[src/rtl/core/xoroshiro128plus_generator_top_macros.svh]
// ----------------------------------------------------------------------------
// xoroshiro128plus_generator_top_macros.svh
// Assertion macros used by the generator top.
// ----------------------------------------------------------------------------
`ifndef XOROSHIRO128PLUS_GENERATOR_TOP_MACROS_SVH
`define XOROSHIRO128PLUS_GENERATOR_TOP_MACROS_SVH

// Same-cycle implication, disabled during reset.
`define XRS_ASSERT_NOW(label, clk, rst_n, ante, cons, msg) \
    label: assert property (@(posedge clk) disable iff (!rst_n) (ante) |-> (cons)) \
        else $error(msg);

// Next-cycle implication, disabled during reset.
`define XRS_ASSERT_NEXT(label, clk, rst_n, ante, cons, msg) \
    label: assert property (@(posedge clk) disable iff (!rst_n) (ante) |=> (cons)) \
        else $error(msg);

`endif

[src/rtl/core/xrs_pkg.sv]
// ----------------------------------------------------------------------------
// xrs_pkg
// Types, codes and constants of the xoroshiro128+ generator.
// ----------------------------------------------------------------------------
package xrs_pkg;

    localparam int WORD_W = 64;
    localparam int HALF_W = 32;
    localparam int FRAC_W = 52;
    localparam int FRAC_LSB = WORD_W - FRAC_W;

    // operation codes
    localparam logic [1:0] FUNC_GEN    = 2'd0;
    localparam logic [1:0] FUNC_RESEED = 2'd1;
    localparam logic [1:0] FUNC_JUMP   = 2'd2;

    // SplitMix64 constants
    localparam logic [63:0] GOLDEN_STEP = 64'h9E37_79B9_7F4A_7C15;
    localparam logic [63:0] MIX_MUL_ONE = 64'hBF58_476D_1CE4_E5B9;
    localparam logic [63:0] MIX_MUL_TWO = 64'h94D0_49BB_1331_11EB;
    localparam int MIX_SHIFT_ONE   = 30;
    localparam int MIX_SHIFT_TWO   = 27;
    localparam int MIX_SHIFT_THREE = 31;

    // xoroshiro128+ step constants
    localparam int ROT_A   = 55;
    localparam int ROT_B   = 36;
    localparam int SHIFT_B = 14;

    // jump polynomial, bit 0 of the low word first
    localparam logic [127:0] JUMP_POLY = {64'hd86b_048b_86aa_9922, 64'hbeac_0467_eba5_facb};
    localparam int JUMP_CNT_W = 7;
    localparam logic [JUMP_CNT_W-1:0] JUMP_LAST = 7'd127;

    // multiplier step codes
    localparam logic [1:0] MUL_LOW     = 2'd0;
    localparam logic [1:0] MUL_CROSS_B = 2'd1;
    localparam logic [1:0] MUL_CROSS_A = 2'd2;

    typedef enum logic [4:0] {
        ST_IDLE = 5'b00001,
        ST_MIX  = 5'b00010,
        ST_MUL1 = 5'b00100,
        ST_MUL2 = 5'b01000,
        ST_JUMP = 5'b10000
    } state_t;

    typedef struct packed {
        logic              start;
        logic [WORD_W-1:0] a;
        logic [WORD_W-1:0] b;
    } mul_req_t;

endpackage

[src/rtl/core/xoroshiro128plus_generator_top.sv]
// ----------------------------------------------------------------------------
// xoroshiro128plus_generator_top
// xoroshiro128+ generator with SplitMix64 reseed and 2^64 jump-ahead.
// ----------------------------------------------------------------------------
// A generate word (func 0): the shared step unit forms the sum of the two
// state words, which lands in the output register, and advances the state
// on the same edge, so generate words stream at one per clock while the
// output side keeps up. A reseed word (func 1) runs two SplitMix64 rounds
// through one 32x32 multiplier, three passes per 64-bit product and two
// products per round; the next word is taken only once it is done. A jump
// word (func 2) walks the 128 jump polynomial bits, one step-unit advance
// per cycle, and the next word waits for it likewise. func 3 is taken and
// does nothing.
// Reset leaves both state words zero, so generate returns zero until the
// first reseed. The fraction output is the top 52 bits of value, an
// unsigned 0.52 fixed-point number in [0,1).
// ----------------------------------------------------------------------------
`include "xoroshiro128plus_generator_top_macros.svh"

module xoroshiro128plus_generator_top
    import xrs_pkg::*;
(
    input  logic              clk,
    input  logic              rst_n,
    input  logic              in_valid,
    output logic              in_ready,
    input  logic [1:0]        func,
    input  logic [WORD_W-1:0] seed,
    output logic              out_valid,
    input  logic              out_ready,
    output logic [WORD_W-1:0] value,
    output logic [FRAC_W-1:0] fraction
);

    // state words
    logic [WORD_W-1:0] word_a_reg;
    logic [WORD_W-1:0] word_a_next;
    logic [WORD_W-1:0] word_b_reg;
    logic [WORD_W-1:0] word_b_next;

    // jump accumulators and bit counter
    logic [WORD_W-1:0]     ja_reg;
    logic [WORD_W-1:0]     ja_next;
    logic [WORD_W-1:0]     jb_reg;
    logic [WORD_W-1:0]     jb_next;
    logic [JUMP_CNT_W-1:0] jcnt_reg;
    logic [JUMP_CNT_W-1:0] jcnt_next;

    // SplitMix64 accumulator and round flag
    logic [WORD_W-1:0] acc_reg;
    logic [WORD_W-1:0] acc_next;
    logic              round_reg;
    logic              round_next;

    // output register
    logic              out_valid_reg;
    logic              out_valid_next;
    logic [WORD_W-1:0] value_reg;
    logic [WORD_W-1:0] value_next;

    state_t state_reg;
    state_t state_next;

    logic              accept;
    logic [WORD_W-1:0] step_sum;
    logic [WORD_W-1:0] step_a;
    logic [WORD_W-1:0] step_b;
    logic              poly_bit;
    logic [WORD_W-1:0] mix_z;
    logic [WORD_W-1:0] mix_out;
    mul_req_t          mul_req;
    logic              mul_done;
    logic [WORD_W-1:0] mul_product;

    xrs_step u_step (
        .word_a (word_a_reg),
        .word_b (word_b_reg),
        .sum    (step_sum),
        .next_a (step_a),
        .next_b (step_b)
    );

    xrs_mul u_mul (
        .clk     (clk),
        .rst_n   (rst_n),
        .req     (mul_req),
        .done    (mul_done),
        .product (mul_product)
    );

    // only generate needs a free output slot, but all functions wait for it
    assign in_ready = (state_reg == ST_IDLE) && (!out_valid_reg || out_ready);
    assign accept   = in_valid && in_ready;

    assign poly_bit = JUMP_POLY[jcnt_reg];
    assign mix_z    = mul_product ^ (mul_product >> MIX_SHIFT_TWO);
    assign mix_out  = mul_product ^ (mul_product >> MIX_SHIFT_THREE);

    always_comb
    begin
        state_next     = state_reg;
        word_a_next    = word_a_reg;
        word_b_next    = word_b_reg;
        ja_next        = ja_reg;
        jb_next        = jb_reg;
        jcnt_next      = jcnt_reg;
        acc_next       = acc_reg;
        round_next     = round_reg;
        value_next     = value_reg;
        out_valid_next = out_valid_reg && !out_ready;
        mul_req.start  = 1'b0;
        mul_req.a      = acc_reg ^ (acc_reg >> MIX_SHIFT_ONE);
        mul_req.b      = MIX_MUL_ONE;

        case (state_reg)
            ST_IDLE:
            begin
                if (accept)
                begin
                    case (func)
                        FUNC_GEN:
                        begin
                            value_next     = step_sum;
                            out_valid_next = 1'b1;
                            word_a_next    = step_a;
                            word_b_next    = step_b;
                        end
                        FUNC_RESEED:
                        begin
                            acc_next   = seed + GOLDEN_STEP;
                            round_next = 1'b0;
                            state_next = ST_MIX;
                        end
                        FUNC_JUMP:
                        begin
                            ja_next    = '0;
                            jb_next    = '0;
                            jcnt_next  = '0;
                            state_next = ST_JUMP;
                        end
                        default:
                        begin
                            state_next = ST_IDLE;
                        end
                    endcase
                end
            end
            ST_MIX:
            begin
                mul_req.start = 1'b1;
                state_next    = ST_MUL1;
            end
            ST_MUL1:
            begin
                if (mul_done)
                begin
                    mul_req.start = 1'b1;
                    mul_req.a     = mix_z;
                    mul_req.b     = MIX_MUL_TWO;
                    state_next    = ST_MUL2;
                end
            end
            ST_MUL2:
            begin
                if (mul_done)
                begin
                    if (!round_reg)
                    begin
                        word_a_next = mix_out;
                        acc_next    = acc_reg + GOLDEN_STEP;
                        round_next  = 1'b1;
                        state_next  = ST_MIX;
                    end
                    else
                    begin
                        word_b_next = mix_out;
                        state_next  = ST_IDLE;
                    end
                end
            end
            ST_JUMP:
            begin
                if (poly_bit)
                begin
                    ja_next = ja_reg ^ word_a_reg;
                    jb_next = jb_reg ^ word_b_reg;
                end
                jcnt_next = jcnt_reg + JUMP_CNT_W'(1);
                if (jcnt_reg == JUMP_LAST)
                begin
                    word_a_next = ja_next;
                    word_b_next = jb_next;
                    state_next  = ST_IDLE;
                end
                else
                begin
                    word_a_next = step_a;
                    word_b_next = step_b;
                end
            end
            default:
            begin
                state_next = ST_IDLE;
            end
        endcase
    end

    always_ff @(posedge clk or negedge rst_n)
    begin
        if (!rst_n)
        begin
            state_reg     <= ST_IDLE;
            out_valid_reg <= 1'b0;
            word_a_reg    <= '0;
            word_b_reg    <= '0;
            jcnt_reg      <= '0;
            round_reg     <= 1'b0;
        end
        else
        begin
            state_reg     <= state_next;
            out_valid_reg <= out_valid_next;
            word_a_reg    <= word_a_next;
            word_b_reg    <= word_b_next;
            jcnt_reg      <= jcnt_next;
            round_reg     <= round_next;
        end
    end

    always_ff @(posedge clk)
    begin
        ja_reg    <= ja_next;
        jb_reg    <= jb_next;
        acc_reg   <= acc_next;
        value_reg <= value_next;
    end

    assign out_valid = out_valid_reg;
    assign value     = value_reg;
    assign fraction  = value_reg[WORD_W-1:FRAC_LSB];

    `XRS_ASSERT_NOW(a_state_onehot, clk, rst_n, 1'b1, $onehot(state_reg),
        "state register not one-hot")
    `XRS_ASSERT_NEXT(a_gen_result, clk, rst_n, accept && (func == FUNC_GEN),
        out_valid_reg && (state_reg == ST_IDLE), "generate word gave no result")
    `XRS_ASSERT_NOW(a_mul_done_state, clk, rst_n, mul_done,
        (state_reg == ST_MUL1) || (state_reg == ST_MUL2), "multiply finished out of sequence")
    `XRS_ASSERT_NEXT(a_jump_end, clk, rst_n, (state_reg == ST_JUMP) && (jcnt_reg == JUMP_LAST),
        state_reg == ST_IDLE, "jump did not end after last polynomial bit")
    `XRS_ASSERT_NEXT(a_no_result_busy, clk, rst_n, (state_reg != ST_IDLE) && !out_valid_reg,
        !out_valid_reg, "result raised while reseed or jump in progress")

endmodule

[src/rtl/core/xrs_step.sv]
// ----------------------------------------------------------------------------
// xrs_step
// One xoroshiro128+ advance: output sum and next state words.
// ----------------------------------------------------------------------------
module xrs_step
    import xrs_pkg::*;
(
    input  logic [WORD_W-1:0] word_a,
    input  logic [WORD_W-1:0] word_b,
    output logic [WORD_W-1:0] sum,
    output logic [WORD_W-1:0] next_a,
    output logic [WORD_W-1:0] next_b
);

    logic [WORD_W-1:0] mixed;

    always_comb
    begin
        mixed  = word_b ^ word_a;
        sum    = word_a + word_b;
        next_a = {word_a[WORD_W-1-ROT_A:0], word_a[WORD_W-1:WORD_W-ROT_A]}
                 ^ mixed ^ (mixed << SHIFT_B);
        next_b = {mixed[WORD_W-1-ROT_B:0], mixed[WORD_W-1:WORD_W-ROT_B]};
    end

endmodule

[src/rtl/core/xrs_mul.sv]
// ----------------------------------------------------------------------------
// xrs_mul
// 64x64 multiply modulo 2^64 on one 32x32 multiplier, three steps.
// ----------------------------------------------------------------------------
module xrs_mul
    import xrs_pkg::*;
(
    input  logic              clk,
    input  logic              rst_n,
    input  mul_req_t          req,
    output logic              done,
    output logic [WORD_W-1:0] product
);

    logic [WORD_W-1:0] a_reg;
    logic [WORD_W-1:0] b_reg;
    logic [WORD_W-1:0] acc_reg;
    logic [WORD_W-1:0] acc_next;
    logic [1:0]        cnt_reg;
    logic [1:0]        cnt_next;
    logic              busy_reg;
    logic              busy_next;
    logic              done_reg;
    logic              done_next;
    logic [HALF_W-1:0] op_a;
    logic [HALF_W-1:0] op_b;
    logic [WORD_W-1:0] part;

    always_comb
    begin
        op_a = (cnt_reg == MUL_CROSS_A) ? a_reg[WORD_W-1:HALF_W] : a_reg[HALF_W-1:0];
        op_b = (cnt_reg == MUL_CROSS_B) ? b_reg[WORD_W-1:HALF_W] : b_reg[HALF_W-1:0];
        part = {{HALF_W{1'b0}}, op_a} * {{HALF_W{1'b0}}, op_b};
        if (cnt_reg == MUL_LOW)
        begin
            acc_next = part;
        end
        else
        begin
            acc_next = acc_reg + {part[HALF_W-1:0], {HALF_W{1'b0}}};
        end
    end

    always_comb
    begin
        cnt_next  = cnt_reg;
        busy_next = busy_reg;
        done_next = 1'b0;
        if (req.start)
        begin
            cnt_next  = MUL_LOW;
            busy_next = 1'b1;
        end
        else if (busy_reg)
        begin
            cnt_next = cnt_reg + 2'd1;
            if (cnt_reg == MUL_CROSS_A)
            begin
                busy_next = 1'b0;
                done_next = 1'b1;
            end
        end
    end

    always_ff @(posedge clk or negedge rst_n)
    begin
        if (!rst_n)
        begin
            cnt_reg  <= MUL_LOW;
            busy_reg <= 1'b0;
            done_reg <= 1'b0;
        end
        else
        begin
            cnt_reg  <= cnt_next;
            busy_reg <= busy_next;
            done_reg <= done_next;
        end
    end

    always_ff @(posedge clk)
    begin
        if (req.start)
        begin
            a_reg <= req.a;
            b_reg <= req.b;
        end
        if (busy_reg)
        begin
            acc_reg <= acc_next;
        end
    end

    assign done    = done_reg;
    assign product = acc_reg;

endmodule

[config.mk]
export PLATFORM = sky130hd
export DESIGN_NAME = xoroshiro128plus_generator_top
export DESIGN_NICKNAME = d
export VERILOG_FILES = /design/src/rtl/core/xrs_pkg.sv /design/src/rtl/core/xoroshiro128plus_generator_top.sv /design/src/rtl/core/xrs_step.sv /design/src/rtl/core/xrs_mul.sv
export VERILOG_INCLUDE_DIRS = /design/src /design/src/rtl/core
export SDC_FILE = /design/constraint.sdc
export NUM_CORES = 2
export LEC_CHECK = 0
export ABC_AREA = 1
export BUFFER_PORTS_ARGS = -buffer_cell sky130_fd_sc_hd__buf_2
export CAP_MARGIN = 0
export CORE_MARGIN = 2
export CORE_UTILIZATION = 62
export DETAILED_ROUTE_END_ITERATION = 8
export GPL_TIMING_DRIVEN = 0
export HOLD_SLACK_MARGIN = 0.06
export MAX_ROUTING_LAYER = met4
export PLACE_DENSITY_LB_ADDON = 0.05
export RECOVER_POWER = 100
export SYNTH_ARGS = -nofsm -noshare
export SYNTH_HDL_FRONTEND = slang
export SYNTH_HIERARCHICAL = 1
export SYNTH_SLANG_ARGS = --single-unit
[constraint.sdc]
create_clock -name clk -period 25.4 [get_ports clk]
set_input_delay 3.81 -clock clk [delete_from_list [all_inputs] [get_ports clk]]
set_output_delay 3.81 -clock clk [all_outputs]
set_load 0.005 [all_outputs]
# Word-level counts from Yosys, hierarchy flattened
# Memories as Yosys holds them, arrays and structs flattened.
# Cells that the tools add are included.
totals:
  word_cells: 127
  output_inout_bits: 118
  mem_count: 1
  regBits: 594
  romBits: 128
mem_list:
  columns: ["name", "words", "word_bits", "rd", "rd_ports_with_merged_regs", "write_ports", "line_no", "text"]
  rows:
  - ["(no name shown)", 128, 1, 1, 0, 0, "xoroshiro128plus_generator_top.sv:95", "assign poly_bit = JUMP_POLY[jcnt_reg];"]
op_classes:
  bitwise_logic: 8
  n_mul: 1
  n_lt_le_gt_ge: 1
  addsub: 6
  eq_ne: 20
  reduce_logical: 19
  n_mux: 55
ops:
  columns: ["cell", "n"]
  rows:
  - ["2-to-1 mux 64 bit", 19]
  - ["one-hot mux 64 bit (2 select lines)", 3]
  - ["one-hot mux 64 bit (3 select lines)", 2]
  - ["XOR 64 bit", 5]
  - ["2-to-1 mux 129 bit", 1]
  - ["adder 64 bit", 2]
  - ["adder 64 bit, second input constant", 2]
  - ["2-to-1 mux 128 bit", 1]
  - ["multiplier 32 x 32 -> 64 bit", 1]
  - ["2-to-1 mux 32 bit", 2]
  - ["XOR 64 x 33 -> 64 bit", 1]
  - ["XOR 64 x 34 -> 64 bit", 1]
  - ["XOR 64 x 37 -> 64 bit", 1]
  - ["one-hot mux 5 bit (5 select lines)", 1]
  - ["2-to-1 mux 5 bit", 4]
  - ["AND reduction 5 bit", 4]
  - ["one-hot mux 5 bit (3 select lines)", 1]
  - ["2-to-1 mux 7 bit", 2]
  - ["one-hot mux 7 bit (2 select lines)", 1]
  - ["2-to-1 mux 1 bit", 13]
  - ["!= test 2 x 1 -> 1 bit, second input constant", 5]
  - ["!= test 2 bit, second input constant", 5]
  - ["< comparator 7 x 8 -> 1 bit, second input constant", 1]
  - ["adder 7 x 1 -> 7 bit, second input constant", 1]
  - ["other kinds (19)", 31]

# Longest topological paths before layout
logic_depth:
  ltp_word: 6
  mapped_depth: 46
  ltp_nobuf: 43

# By module
# The synthesis kept the hierarchy.
by_module_without_submodules:
  columns: ["module", "cells_each", "area_each_um2", "n_inst"]
  rows:
  - ["xrs_mul", 4969, 42340.6, 1]
  - ["xoroshiro128plus_generator_top", 4123, 28524.9, 1]
  - ["xrs_step", 1434, 7255.7, 1]

# Worst setup path before layout
# Ideal clock, no wire load.
synth_timing:
  path_kind: "input -> register"
  startpoint: "in func[0]"
  endpoint: "reg value_reg[0] (netlist: value[0]), enable pin"
  t_required_ps: 24835
  slack_ps: 16236
  arrival_time_ps: 8599
  n_path_buf: 0
  stages: 6
  path_cell_list: "inv_1 ha_1 inv_1 nor2_1 inv_1 nor3_1"
synth_via:
  elab_chain_cells: 2
synth_rtl:
  columns: ["element", "line_no", "text"]
  rows:
  - ["from (decl)", "xoroshiro128plus_generator_top.sv:27", "input logic [1:0] func,"]
  - ["zero test 2 bit", "xoroshiro128plus_generator_top.sv:120", "case (func)"]
  - ["AND reduction 3 bit (no source line)", null, null]
  - ["to (signal assigned)", "xoroshiro128plus_generator_top.sv:235", "value_reg <= value_next;"]
  - ["to (decl)", "xoroshiro128plus_generator_top.sv:58", "logic [WORD_W-1:0] value_reg;"]
# No other way between the ends.
# A chain may end at the register's enable or synchronous reset.

# Worst setup path in the final report
layout_timing:
  startpoint: "reg u_mul.cnt_reg[1]"
  endpoint: "reg u_mul.acc_reg[62] (netlist: u_mul/product[62]), data pin"
layout_via:
  elab_chain_cells: 5
  elab_cells_between_ends: 8
layout_rtl:
  columns: ["element", "line_no", "text"]
  rows:
  - ["from (decl)", "xrs_mul.sv:19", "logic [1:0] cnt_reg;"]
  - ["from (signal assigned)", "xrs_mul.sv:75", "cnt_reg <= cnt_next;"]
  - ["== test 2 bit or == test 2 x 1 -> 1 bit (tied branches)", "xrs_mul.sv:31, xrs_mul.sv:32", null]
  - ["2-to-1 mux 32 bit, on equally long branches", "xrs_mul.sv:31, xrs_mul.sv:32", null]
  - ["multiplier 32 x 32 -> 64 bit", "xrs_mul.sv:33", "part = {{HALF_W{1'b0}}, op_a} * {{HALF_W{1'b0}}, op_b};"]
  - ["adder 64 bit", "xrs_mul.sv:40", "acc_next = acc_reg + {part[HALF_W-1:0], {HALF_W{1'b0}}};"]
  - ["2-to-1 mux 64 bit (*)", "xrs_mul.sv:34", "if (cnt_reg == MUL_LOW)"]
  - ["named net u_mul.acc_next[62]", "xrs_mul.sv:18", "logic [WORD_W-1:0] acc_next;"]
  - ["to (signal assigned)", "xrs_mul.sv:90", "acc_reg <= acc_next;"]
  - ["to (decl)", "xrs_mul.sv:17", "logic [WORD_W-1:0] acc_reg;"]
# The timed path passes the listed nets; every way through them passes the cells marked *.

==> flow_summary.yaml <==
setup_path:
  crit_arrival_ns: 13.51
  critical_path.startpoint: "u_mul/cnt_reg[1]"
  rr_startpoint: "u_mul/cnt_reg[1]"
  slowest_stage: "o21ai_0"
  crit_family: "adder cells"
  required_ns: 25.87
  r2r_cells: 36
  crit_fanout: 10
  end_kind: "flop"
  crit_buf_inv: 9
  crit_path_max_incr_delay_ns: 1.42
  startpoint_type: "flop"
  cp_num_cells: 36
  cpMostUsedCell: "fa_1"
  critPathKind: "flop to flop"
placed_design:
  gp_congestion: 1.21
  port-buffer-count: 187
  place_hpwl_mm: 271
  dp_slack_ns: 14.48
  placed_cell_area_mm2: 0.0816
synth:
  post_synth_and_or_nand_nor_area_fraction_pct: 25.3
  ys.flop_type: "edfxtp_1"
  synth.largest_area_cell: "fa_1"
  synth-async-reset-ratio_pct: 24.6
  synth_edf_count: 448
  synthMuxAreaShare_pct: 0
  yosys.area.top_type_share_pct: 23.0
  synth_compound_area_share_pct: 6.93
  synthXorXnorAreaFrac_pct: 4.12
  yosysUniqueCellTypes: 60
  syn_inst: 10500
  seq_area_frac_synth_pct: 21.9
  ys_warn_count: 6
  synth_area_per_cell_um2: 7.42
  ys_ff_latch: 594
  yosys.area_share.adder_pct: 29.0
  synth_area_mm2: 0.0781
  ys_top_cells_by_area: "fa_1 (23%), edfxtp_1 (17%), nand2_1 (14%), inv_1 (9.6%), ha_1 (6.0%)"
  synth_top_family_by_area: "adder cells"
sta:
  fin_ws_ns: 12.37
  period_minus_slack_ns: 13.03
  slew-limit-headroom_pct: -251
  post-route-period-util_pct: 51.3
  hold_violations: 0
  rsz0062_at_grt: "false"
  worstMarginPinSlew_ns: 5.26
  slew_violations: 584
  finalSetupViolCount: 0
  fmax_ghz: 0.0767
  fin_setup_tns_ns: 0
  skew_ns: 0.0618
floorplanning:
  die_w_um: 359
  fp.dieArea_mm2: 0.129
  initial_core_util_pct: 62.3
  ioPinCount: 188
  core_mm2: 0.125
  die_h_um: 359
  rows: 130
clock_tree:
  cts.clk_slew.worst_paths_ns: 0.07
  cts_buffers: 74
  htree_num_levels: 3
  clock_latency_ns: 0.74
  cts_tree: "yes"
  clock-sinks: 594
  cts_resized: 0
  clockBufferDepth: 3
  clock-root-buffer: "clkbuf_16"
  cts_setup_buffers: 0
  hold_buffers: 0
final_layout:
  final_util_pct: 66.7
  fin_nets: 12200
  area_growth_syn_to_layout_pct: 7.07
  layout_common_cells: "nand2_1 (2976), inv_1 (1993), nor2_1 (1163), fa_1 (898), edfxtp_1 (448)"
  final_layout_size_suffix_gt1_share_pct: 6.15
  fin_area_mm2: 0.0836
  final_common_cell: "nand2_1"
global_routing:
  grt-ovfl-total: 0
  grtUsageMet1_pct: 62.2
  grt_pass1_vias: 73600
  grt_busiest_layer: "met2"
  grt_max_degree: 81
  grt_use_met2_pct: 70.4
  antenna_found_initial: 21
  gr-usage-met3_pct: 24.9
  grt_pass1_wl_mm: 474
  grt_usage_pct: 52.1
route:
  routed_wl_mm: 330
  ant_nets: 0
  drcViolationCount: 86
  viasPerCell: 6.09
  via_count: 76600
  wl_per_cell_um: 26.2
  first_iter_violations: 12100
  dr.pass1.iters: 9
min_path:
  hold_class: "flop to flop"
  min_path_cells: 1
  min-delay-start: "u_mul/done"
status:
  violations: "design-rule violations, max-capacitance violations, max-slew violations"
  status: "finished with violations"
run:
  drv_cap: 15
-- routing by layer --
metal	wire, um	vias to the layer above
li1	-	32500
met1	113000	36300
met2	131000	6309
met3	57900	1573
met4	27500	0
met5	0	-
-- cell families (layout without fill, tap and decap cells) --
family / Yosys count / in the layout
adders and majority gates: 1272 / 1272
and+or+nand+nor: 4858 / 4858
AOI/OAI and AO/OA: 953 / 953
DFF: 594 / 594
buffers and inverters: 2480 / 2822
xor gates and xnor gates: 367 / 367
other: 2 / 71
-- final cells by class --
cell class                      count  area [um^2]
Clock buffer                       94         1980
Tap cell                         1650         2060
Sequential cell                   594        17100
Inverter                         2042         7670
Buffer                            438         2210
Fill cell                       11000        41800
Clock inverter                     41          465
Timing Repair Buffer              207         1000
Multi-Input combinational cell   7483        51100
Antenna cell                       38         95.1
-- Yosys cell counts, types with 6 or more instances --
cell type,count
clkbuf_1,167
a21o_1,13
o21ai_1,51
edfxtp_1,448
o21ai_0,341
xnor2_1,241
nor3b_1,22
nor3_1,157
clkinv_1,10
and2_1,6
buf_6,9
nand2_1,2958
buf_2,146
or2_2,15
nand3_1,313
o21ai_2,38
dfrtp_1,145
nand4_1,43
nor2_2,31
buf_1,17
nand3b_1,58
inv_1,1994
nand3_2,15
o21bai_1,13
nor3_2,7
nand2_2,42
inv_2,38
nor2_4,10
xor2_1,125
a21oi_1,340
ha_1,374
fa_1,898
a21boi_1,61
buf_4,98
nor2_1,1161
a21boi_0,74
-- final timing paths --
path,endpoint,slack [ns]
max reg2reg,u_mul/product[62],12.37
min,state_reg[2],0.51
max,u_mul/product[62],12.37
min reg2reg,state_reg[2],0.51
max in group asynchronous,word_a_reg[39],14.12
min in group asynchronous,word_b_reg[6],4.64
-- per-stage QoR --
step	hold slack, ns	instances
after floorplan	0.453	10600
after global placement	0.472	12400
after detailed placement	0.505	12400
after CTS	0.517	12500
after global routing	0.543	12600
final	0.513	12600
Power is left out: the tool's default activity adds up to more than one toggle a clock period on the data nets, which glitch-free logic cannot reach.
